### config.mk
export PLATFORM = sky130hd
export DESIGN_NAME = char_lcd_expander_sequencer_top
export DESIGN_NICKNAME = d
export VERILOG_FILES = /design/src/rtl/lcdx_pkg.sv /design/src/rtl/lcdx_ctrl.sv /design/src/rtl/lcdx_datapath.sv /design/src/rtl/char_lcd_expander_sequencer_top.sv
export SDC_FILE = /design/constraint.sdc
export NUM_CORES = 1
export LEC_CHECK = 0
export BUFFER_PORTS_ARGS = -buffer_cell sky130_fd_sc_hd__buf_4
export CAP_MARGIN = 5
export CORE_ASPECT_RATIO = 0.6
export CORE_MARGIN = 1.5
export CORE_UTILIZATION = 55
export CTS_BUF_LIST = sky130_fd_sc_hd__clkbuf_4 sky130_fd_sc_hd__clkbuf_8
export CTS_CLUSTER_SIZE = 16
export DETAILED_ROUTE_END_ITERATION = 10
export HOLD_SLACK_MARGIN = 0.02
export PLACE_DENSITY = 0.88
export SLEW_MARGIN = 20
export SYNTH_ARGS = -nofsm -noshare
export SYNTH_HDL_FRONTEND = slang
export SYNTH_SLANG_ARGS = --single-unit
### constraint.sdc
create_clock -name clk -period 3.8 [get_ports clk]
set_clock_uncertainty 0.2 [all_clocks]
set_input_delay 0.57 -clock clk [delete_from_list [all_inputs] [get_ports clk]]
set_output_delay 0.57 -clock clk [all_outputs]
set_load 0.005 [all_outputs]
### src/rtl/lcdx_pkg.sv
// Package with the request types, command codes and result generation functions.
package lcdx_pkg;

  // Input request kinds.
  localparam logic [1:0] KIND_INIT = 2'd0;
  localparam logic [1:0] KIND_CMD  = 2'd1;
  localparam logic [1:0] KIND_TEXT = 2'd2;

  // Control command codes.
  localparam logic [4:0] CMD_ON           = 5'd1;
  localparam logic [4:0] CMD_OFF          = 5'd2;
  localparam logic [4:0] CMD_CLEAR        = 5'd3;
  localparam logic [4:0] CMD_RESET        = 5'd4;
  localparam logic [4:0] CMD_CURSOR_LEFT  = 5'd5;
  localparam logic [4:0] CMD_CURSOR_RIGHT = 5'd6;
  localparam logic [4:0] CMD_DISP_LEFT    = 5'd7;
  localparam logic [4:0] CMD_DISP_RIGHT   = 5'd8;
  localparam logic [4:0] CMD_CURSOR_CHAR  = 5'd10;
  localparam logic [4:0] CMD_HOME         = 5'd11;
  localparam logic [4:0] CMD_SELECT       = 5'd12;
  localparam logic [4:0] CMD_CURSOR_OFF   = 5'd14;
  localparam logic [4:0] CMD_CURSOR_ON    = 5'd15;
  localparam logic [4:0] CMD_CURSOR_POS   = 5'd17;
  localparam logic [4:0] CMD_BLINK_OFF    = 5'd18;
  localparam logic [4:0] CMD_CONTRAST     = 5'd19;

  // Bus bits and waits.
  localparam logic [7:0]  RS_BIT     = 8'h10;
  localparam logic [7:0]  ADDR_BIT   = 8'h80;
  localparam logic [1:0]  CTL_BOTH   = 2'b11;
  localparam logic [1:0]  MASK_RESET = 2'd2;
  localparam logic [6:0]  WAIT_EXEC  = 7'd80;
  localparam logic [12:0] WAIT_FIRST = 13'd5000;
  localparam logic [12:0] WAIT_STEP  = 13'd150;
  localparam logic [12:0] WAIT_INIT  = 13'd300;
  localparam logic [12:0] WAIT_CLEAR = 13'd3150;
  localparam logic [4:0]  INIT_RAW_WRITES = 5'd4;

  typedef struct packed {
    logic [1:0] kind;
    logic [4:0] code;
    logic [7:0] value;
    logic       end_of_buffer;
  } in_item_t;

  typedef struct packed {
    logic        write_valid;
    logic [7:0]  block_command;
    logic [7:0]  first_byte;
    logic [7:0]  second_byte;
    logic [6:0]  pre_wait_us;
    logic [12:0] post_wait_us;
    logic        status;
    logic        last;
  } out_item_t;

  typedef enum logic [0:0] {
    ST_IDLE,
    ST_RUN
  } ctrl_state_t;

  typedef struct packed {
    logic capture;
    logic load;
  } dp_cmd_t;

  typedef struct packed {
    logic empty;
    logic last_step;
    logic out_free;
  } dp_status_t;

  // Command bytes sent during initialization.
  function automatic logic [7:0] init_cmd(input logic [2:0] idx);
    logic [7:0] b;
    case (idx)
      3'd0:    b = 8'h28;
      3'd1:    b = 8'h0F;
      3'd2:    b = 8'h06;
      3'd3:    b = 8'h80;
      3'd4:    b = 8'h02;
      3'd5:    b = 8'h0C;
      3'd6:    b = 8'h01;
      default: b = 8'h00;
    endcase
    return b;
  endfunction

  // Byte number idx of a control command.
  function automatic logic [7:0] cmd_byte(input logic [4:0] code, input logic [7:0] value,
                                          input logic [3:0] idx);
    logic [7:0] b;
    case (code)
      CMD_ON, CMD_CURSOR_ON: b = 8'h0F;
      CMD_OFF:               b = 8'h08;
      CMD_CLEAR:             b = 8'h01;
      CMD_RESET:             b = (idx < 4'd4) ? 8'h3F : ((idx == 4'd4) ? 8'h01 : 8'h06);
      CMD_CURSOR_LEFT:       b = 8'h10;
      CMD_CURSOR_RIGHT:      b = 8'h14;
      CMD_DISP_LEFT:         b = 8'h18;
      CMD_DISP_RIGHT:        b = 8'h1C;
      CMD_CURSOR_CHAR:       b = (idx == 4'd0) ? value : 8'h10;
      CMD_HOME:              b = 8'h02;
      CMD_CURSOR_OFF:        b = 8'h0C;
      CMD_CURSOR_POS:        b = value | ADDR_BIT;
      CMD_BLINK_OFF:         b = 8'h0E;
      default:               b = 8'h00;
    endcase
    return b;
  endfunction

  // Number of results that one request produces.
  function automatic logic [4:0] result_count(input in_item_t item, input logic nul_seen);
    logic [4:0] n;
    case (item.kind)
      KIND_INIT: n = 5'd18;
      KIND_CMD: begin
        if (item.code inside {CMD_ON, CMD_OFF, CMD_CLEAR, CMD_CURSOR_LEFT, CMD_CURSOR_RIGHT,
                              CMD_DISP_LEFT, CMD_DISP_RIGHT, CMD_HOME, CMD_CURSOR_OFF,
                              CMD_CURSOR_ON, CMD_CURSOR_POS, CMD_BLINK_OFF}) begin
          n = 5'd2;
        end else if (item.code == CMD_RESET) begin
          n = 5'd12;
        end else if (item.code == CMD_CURSOR_CHAR) begin
          n = 5'd4;
        end else if (item.code inside {CMD_SELECT, CMD_CONTRAST}) begin
          n = 5'd0;
        end else begin
          n = 5'd1;
        end
      end
      KIND_TEXT: n = (!nul_seen && item.value != 8'h00) ? 5'd2 : 5'd0;
      default:   n = 5'd0;
    endcase
    return n;
  endfunction

  // Builds one expander write from its nibble, controllers and waits.
  function automatic out_item_t make_write(input logic [7:0] nib, input logic [1:0] ctl,
                                           input logic [6:0] pre, input logic [12:0] post);
    out_item_t r;
    r.write_valid   = 1'b1;
    r.block_command = nib;
    r.first_byte    = nib | {ctl[1], ctl[0], 6'b0};
    r.second_byte   = nib;
    r.pre_wait_us   = pre;
    r.post_wait_us  = post;
    r.status        = 1'b0;
    r.last          = 1'b0;
    return r;
  endfunction

  // Result number step of a request; the last flag is added by the caller.
  function automatic out_item_t build_result(input in_item_t item, input logic [4:0] step,
                                             input logic [1:0] mask);
    out_item_t  r;
    logic [4:0] init_step;
    logic [7:0] b;
    logic [7:0] rs;
    logic [7:0] nib;
    init_step = 5'(step - INIT_RAW_WRITES);
    r = '0;
    case (item.kind)
      KIND_INIT: begin
        if (step < INIT_RAW_WRITES) begin
          nib = (step == 5'd3) ? 8'h02 : 8'h03;
          r = make_write(nib, CTL_BOTH, 7'd0, (step == 5'd0) ? WAIT_FIRST : WAIT_STEP);
        end else begin
          b = init_cmd(init_step[3:1]);
          if (step[0]) begin
            r = make_write({4'h0, b[3:0]}, CTL_BOTH, 7'd0, WAIT_INIT);
          end else begin
            r = make_write({4'h0, b[7:4]}, CTL_BOTH, 7'd0, 13'd0);
          end
        end
      end
      KIND_CMD: begin
        if (result_count(item, 1'b0) == 5'd1) begin
          // Unknown code: a lone error result.
          r.status = 1'b1;
        end else begin
          b  = cmd_byte(item.code, item.value, step[4:1]);
          rs = (item.code == CMD_CURSOR_CHAR && step[4:1] == 4'd0) ? RS_BIT : 8'h00;
          if (step[0]) begin
            r = make_write({4'h0, b[3:0]} | rs, mask, 7'd0,
                           (item.code == CMD_CLEAR) ? WAIT_CLEAR : WAIT_STEP);
          end else begin
            r = make_write({4'h0, b[7:4]} | rs, mask, WAIT_EXEC, 13'd0);
          end
        end
      end
      KIND_TEXT: begin
        if (step[0]) begin
          r = make_write({4'h0, item.value[3:0]} | RS_BIT, mask, 7'd0, WAIT_STEP);
        end else begin
          r = make_write({4'h0, item.value[7:4]} | RS_BIT, mask, 7'd0, 13'd0);
        end
      end
      default: r = '0;
    endcase
    return r;
  endfunction

endpackage

### src/rtl/lcdx_ctrl.sv
// Controller state machine that sequences request capture and result loading.
module lcdx_ctrl (
  input  logic                clk,
  input  logic                rst_n,
  input  logic                in_valid,
  output logic                in_stall,
  input  lcdx_pkg::dp_status_t st,
  output lcdx_pkg::dp_cmd_t    cmd
);
  import lcdx_pkg::*;

  ctrl_state_t state_r, state_nxt;

  // State register.
  always_ff @(posedge clk) begin
    if (!rst_n) begin
      state_r <= ST_IDLE;
    end else begin
      state_r <= state_nxt;
    end
  end

  // Next state and datapath commands.
  always_comb begin
    state_nxt   = state_r;
    cmd.capture = 1'b0;
    cmd.load    = 1'b0;
    in_stall    = 1'b1;
    case (state_r)
      ST_IDLE: begin
        in_stall = 1'b0;
        if (in_valid) begin
          cmd.capture = 1'b1;
          state_nxt   = ST_RUN;
        end
      end
      ST_RUN: begin
        if (st.empty) begin
          state_nxt = ST_IDLE;
        end else if (st.out_free) begin
          cmd.load = 1'b1;
          if (st.last_step) begin
            state_nxt = ST_IDLE;
          end
        end
      end
      default: state_nxt = ST_IDLE;
    endcase
  end

endmodule

### src/rtl/lcdx_datapath.sv
// Datapath holding the request, the sequencing state and the result register.
module lcdx_datapath (
  input  logic                 clk,
  input  logic                 rst_n,
  input  lcdx_pkg::in_item_t   in_data,
  output logic                 out_valid,
  input  logic                 out_stall,
  output lcdx_pkg::out_item_t  out_data,
  input  logic                 cfg_we,
  input  logic [1:0]           cfg_data,
  input  lcdx_pkg::dp_cmd_t    cmd,
  output lcdx_pkg::dp_status_t st
);
  import lcdx_pkg::*;

  in_item_t   item_r;
  logic [4:0] count_r;
  logic [4:0] step_r;
  logic [1:0] mask_r;
  logic       nul_seen_r;
  logic       out_valid_r;
  out_item_t  out_data_r;
  out_item_t  result;

  // Control state: controller mask, NUL flag and result valid.
  always_ff @(posedge clk) begin
    if (!rst_n) begin
      mask_r      <= MASK_RESET;
      nul_seen_r  <= 1'b0;
      out_valid_r <= 1'b0;
    end else begin
      if (cfg_we) begin
        mask_r <= cfg_data;
      end else if (cmd.capture && in_data.kind == KIND_CMD && in_data.code == CMD_SELECT) begin
        mask_r <= in_data.value[1:0];
      end
      if (cmd.capture && in_data.kind == KIND_TEXT) begin
        if (in_data.end_of_buffer) begin
          nul_seen_r <= 1'b0;
        end else if (in_data.value == 8'h00) begin
          nul_seen_r <= 1'b1;
        end
      end
      if (cmd.load) begin
        out_valid_r <= 1'b1;
      end else if (!out_stall) begin
        out_valid_r <= 1'b0;
      end
    end
  end

  // Request capture and step counting.
  always_ff @(posedge clk) begin
    if (cmd.capture) begin
      item_r  <= in_data;
      count_r <= result_count(in_data, nul_seen_r);
      step_r  <= 5'd0;
    end else if (cmd.load) begin
      step_r <= 5'(step_r + 5'd1);
    end
  end

  // Result for the current step.
  always_comb begin
    result      = build_result(item_r, step_r, mask_r);
    result.last = st.last_step;
  end

  // Output register.
  always_ff @(posedge clk) begin
    if (cmd.load) begin
      out_data_r <= result;
    end
  end

  assign st.empty     = (count_r == 5'd0);
  assign st.last_step = (step_r == 5'(count_r - 5'd1));
  assign st.out_free  = !out_valid_r || !out_stall;
  assign out_valid    = out_valid_r;
  assign out_data     = out_data_r;

endmodule

### src/rtl/char_lcd_expander_sequencer_top.sv
// Top level of the character display expander write sequencer.
// Each request is taken in and then yields its results one by one: 18 expander writes for
// initialize, 2 to 12 for a command, 2 for a character, 1 error result for an unknown
// command; a request that yields no result sends the block back to idle. The result register
// paces the run at one write per cycle while out_stall is low. The next request is taken as
// soon as the last write of the previous one has been loaded into the result register.
module char_lcd_expander_sequencer_top (
  input  logic                clk,
  input  logic                rst_n,
  input  logic                in_valid,
  output logic                in_stall,
  input  lcdx_pkg::in_item_t  in_data,
  output logic                out_valid,
  input  logic                out_stall,
  output lcdx_pkg::out_item_t out_data,
  input  logic                cfg_we,
  input  logic [1:0]          cfg_data
);
  import lcdx_pkg::*;

  dp_cmd_t    cmd;
  dp_status_t st;

  // Controller.
  lcdx_ctrl u_ctrl (
    .clk      (clk),
    .rst_n    (rst_n),
    .in_valid (in_valid),
    .in_stall (in_stall),
    .st       (st),
    .cmd      (cmd)
  );

  // Datapath.
  lcdx_datapath u_datapath (
    .clk       (clk),
    .rst_n     (rst_n),
    .in_data   (in_data),
    .out_valid (out_valid),
    .out_stall (out_stall),
    .out_data  (out_data),
    .cfg_we    (cfg_we),
    .cfg_data  (cfg_data),
    .cmd       (cmd),
    .st        (st)
  );

endmodule

==> qor.yml <==
outcome:
  status: "finished, final reports clean"
synthesis:
  synth.avg_cell_area_um2: 10.2
  synthAdderAreaFrac_pct: 2.82
  synthFlopType: "edfxtp_1"
  ys_types: 66
  synth_warnings: 0
  synth-edff-count: 40
  synth_compound_area_share_pct: 15.0
  synth-seq-area-share_pct: 45.1
  synthArstFlopShare_pct: 0
  synthCells: 306
  synth.cell_area_mm2: 0.00311
  synthMuxAreaShare_pct: 3.06
  ys_seq_elements: 50
  synth-simple-area-share_pct: 19.6
  synth_top_family_by_area: "simple AND/OR/NAND/NOR gates"
  synth-xor-area-share_pct: 3.38
timing:
  relSlewSlack_pct: 59.9
  rsz0062_at_grt: "no"
  fin_crit_sh_pct: 70.6
  worst_pin_slew_ns: 0.599
  finalHoldViolCount: 0
  layout_min_cycle_time_ns: 2.68
  maxSlewViolCount: 0
  fin_setup_tns_ns: 0
  setup_viol: 0
  fmax_ghz: 0.373
cells_and_area:
  final_common_cell: "buf_4"
  drive_above_1_share_pct: 23.4
  num-nets-final: 371
  n_antenna_cell: 0
  final_cell_mix: "buf_4, edfxtp_1, nor2_1"
  area_growth_pct: 12.5
  fin_cells: 408
  postLayoutCellArea_mm2: 0.00350
global_routing:
  grt_start_max_net_pins: 26
  gr-total-overflow: 0
  grt_pass1_vias: 2095
  antenna_found_initial: 0
  globalRouteTotalUtil_pct: 23.8
  grt_first_pass_wirelength_um: 10900
place:
  dp_hpwl_um: 5180
  placed_area_mm2: 0.00340
  numPortBuffers: 58
  place_congestion: 0.934
  dp_cells: 400
detailed_routing:
  dr.pass1.iters: 5
  drc_errors: 0
  wl_um: 6960
  detail_route.wl_per_cell_um: 17.0
  antenna_left: 0
  drt_iter0_drc: 276
  vias: 2446
  vias_per_cell: 6.00
clock_tree:
  numCtsBuffers: 5
  cts_resized: 0
  cts_hold_buf: 0
  cts_setup_buffers: 0
  cts.sinks: 50
  tritoncts: "done"
  cts_buffer_depth: 2
  clock_latency_ns: 0.30
  htreeDepth: 2
  clk_pin_slew_ns: 0.09
  cts_root_buffer: "clkbuf_8"
die:
  num_io_pins: 72
  die_area_mm2: 0.00613
  fp.dieH_um: 61.3
  fp-row-count: 20
  die_width_um: 100
  initial_core_util_pct: 59.2
  core_area_mm2: 0.00526
power:
  p_per_area_mw_per_mm2: 379
  peakVddDrop_mv: 0.206
  p_leak_uw: 0.00139
critical_path:
  crit_type: "register to register"
  cp-end-kind: "register"
  crit_arrival_ns: 2.60
  cp.required_ns: 3.72
  start_kind: "register"
  critPathMaxFanout: 15
job:
  maxCapViolations: 0
hold_path:
  hold_class: "primary input to register"
-- layout make-up --
cell class | count | area (um2)
timing repair buffer | 61 | 458
inverter | 12 | 45.0
clock inverter | 2 | 12.5
clock buffer | 6 | 82.6
fill | 419 | 1760
tap | 66 | 82.6
sequential | 50 | 1400
multi-input combinational | 211 | 1420
-- worst paths after layout --
kind                                                         from                                 to  slack [ns]  cells after the start
worst max-delay path            u_datapath.step_r[2]$_SDFFE_PP0P_  u_datapath.out_data[25]$_DFFE_PP_        1.12                      6
worst min-delay path                                        rst_n  u_datapath.mask_r[1]$_SDFFE_PN1P_        0.23                      2
worst max register to register  u_datapath.step_r[2]$_SDFFE_PP0P_  u_datapath.out_data[25]$_DFFE_PP_        1.12                      6
worst min register to register  u_datapath.mask_r[0]$_SDFFE_PN0P_  u_datapath.out_data[36]$_DFFE_PP_        0.35                      1
-- registers in the layout, summed over array words and instances, names as in the netlist --
| register | flops |
|---|---|
| u_ctrl.state_r | 1 |
| u_datapath.count_r | 5 |
| u_datapath.item_r | 15 |
| u_datapath.mask_r | 2 |
| u_datapath.nul_seen_r | 1 |
| u_datapath.out_data | 20 |
| u_datapath.out_valid | 1 |
| u_datapath.step_r | 5 |
-- where the power goes --
| group | total [uW] | switching (uW) | internal (uW) |
|---|---|---|---|
| clock network | 325 | 178 | 147 |
| registers | 697 | 49.8 | 648 |
| logic | 305 | 163 | 142 |
| total | 1330 | 391 | 936 |
-- metrics by stage --
step | total power [uW] | util, % | hold WS (ns) | setup slack, ns
4_1_cts | 1330 | 66.6 | 0.223 | 1.17
2_1_floorplan | 908 | - | 0.295 | 1.43
3_5_place_dp | 1010 | 64.8 | 0.335 | 1.20
3_3_place_gp | 1000 | 64.8 | 0.327 | 1.32
5_1_grt | 1390 | 66.6 | 0.218 | 0.983
6_report | 1330 | 66.6 | 0.231 | 1.12
-- critical path, cell delays in order, from the launching register on --
cell,delay (ns)
dfxtp_1,0.66
clkinv_1,0.37
ha_1,0.49
or3_1,0.34
a31oi_1,0.17
a22oi_1,0.12
o32ai_1,0.15
-- metal layers --
| layer | part of all wire, % | vias up | GRT usage (%) |
|---|---|---|---|
| met3 | 9.5 | 6 | 6.24 |
| met1 | 47 | 1146 | 34.9 |
| met4 | 0.42 | 0 | 4.83 |
| met5 | 0 | - | 0 |
| li1 | - | 1165 | - |
| met2 | 43 | 129 | 36.3 |
-- cell families after synthesis --
family          after synthesis
compound gates               68
xor+xnor                     12
fa+ha+maj                     7
buf+inv                      57
flops                        50
mux                           9
other cells                   1
simple gates                102
-- cell usage after synthesis, types with 4 or more instances --
library cell | n | area share [%]
a211oi_1 | 4 | 0.97
xnor2_1 | 6 | 1.7
and3_1 | 4 | 0.80
buf_4 | 28 | 6.8
a21oi_1 | 11 | 1.8
edfxtp_1 | 40 | 39
o21ai_0 | 13 | 2.1
nand2b_1 | 6 | 1.2
inv_1 | 11 | 1.3
nand2_1 | 15 | 1.8
nor2b_1 | 7 | 1.4
mux2i_1 | 5 | 1.6
clkbuf_1 | 6 | 0.72
nor3_1 | 9 | 1.4
xor2_1 | 6 | 1.7
a21o_1 | 5 | 1.2
nor2_1 | 20 | 2.4
dfxtp_1 | 10 | 6.4
buf_2 | 10 | 1.6
ha_1 | 7 | 2.8
nand3_1 | 8 | 1.3
(Power assumes the default switching activity.)
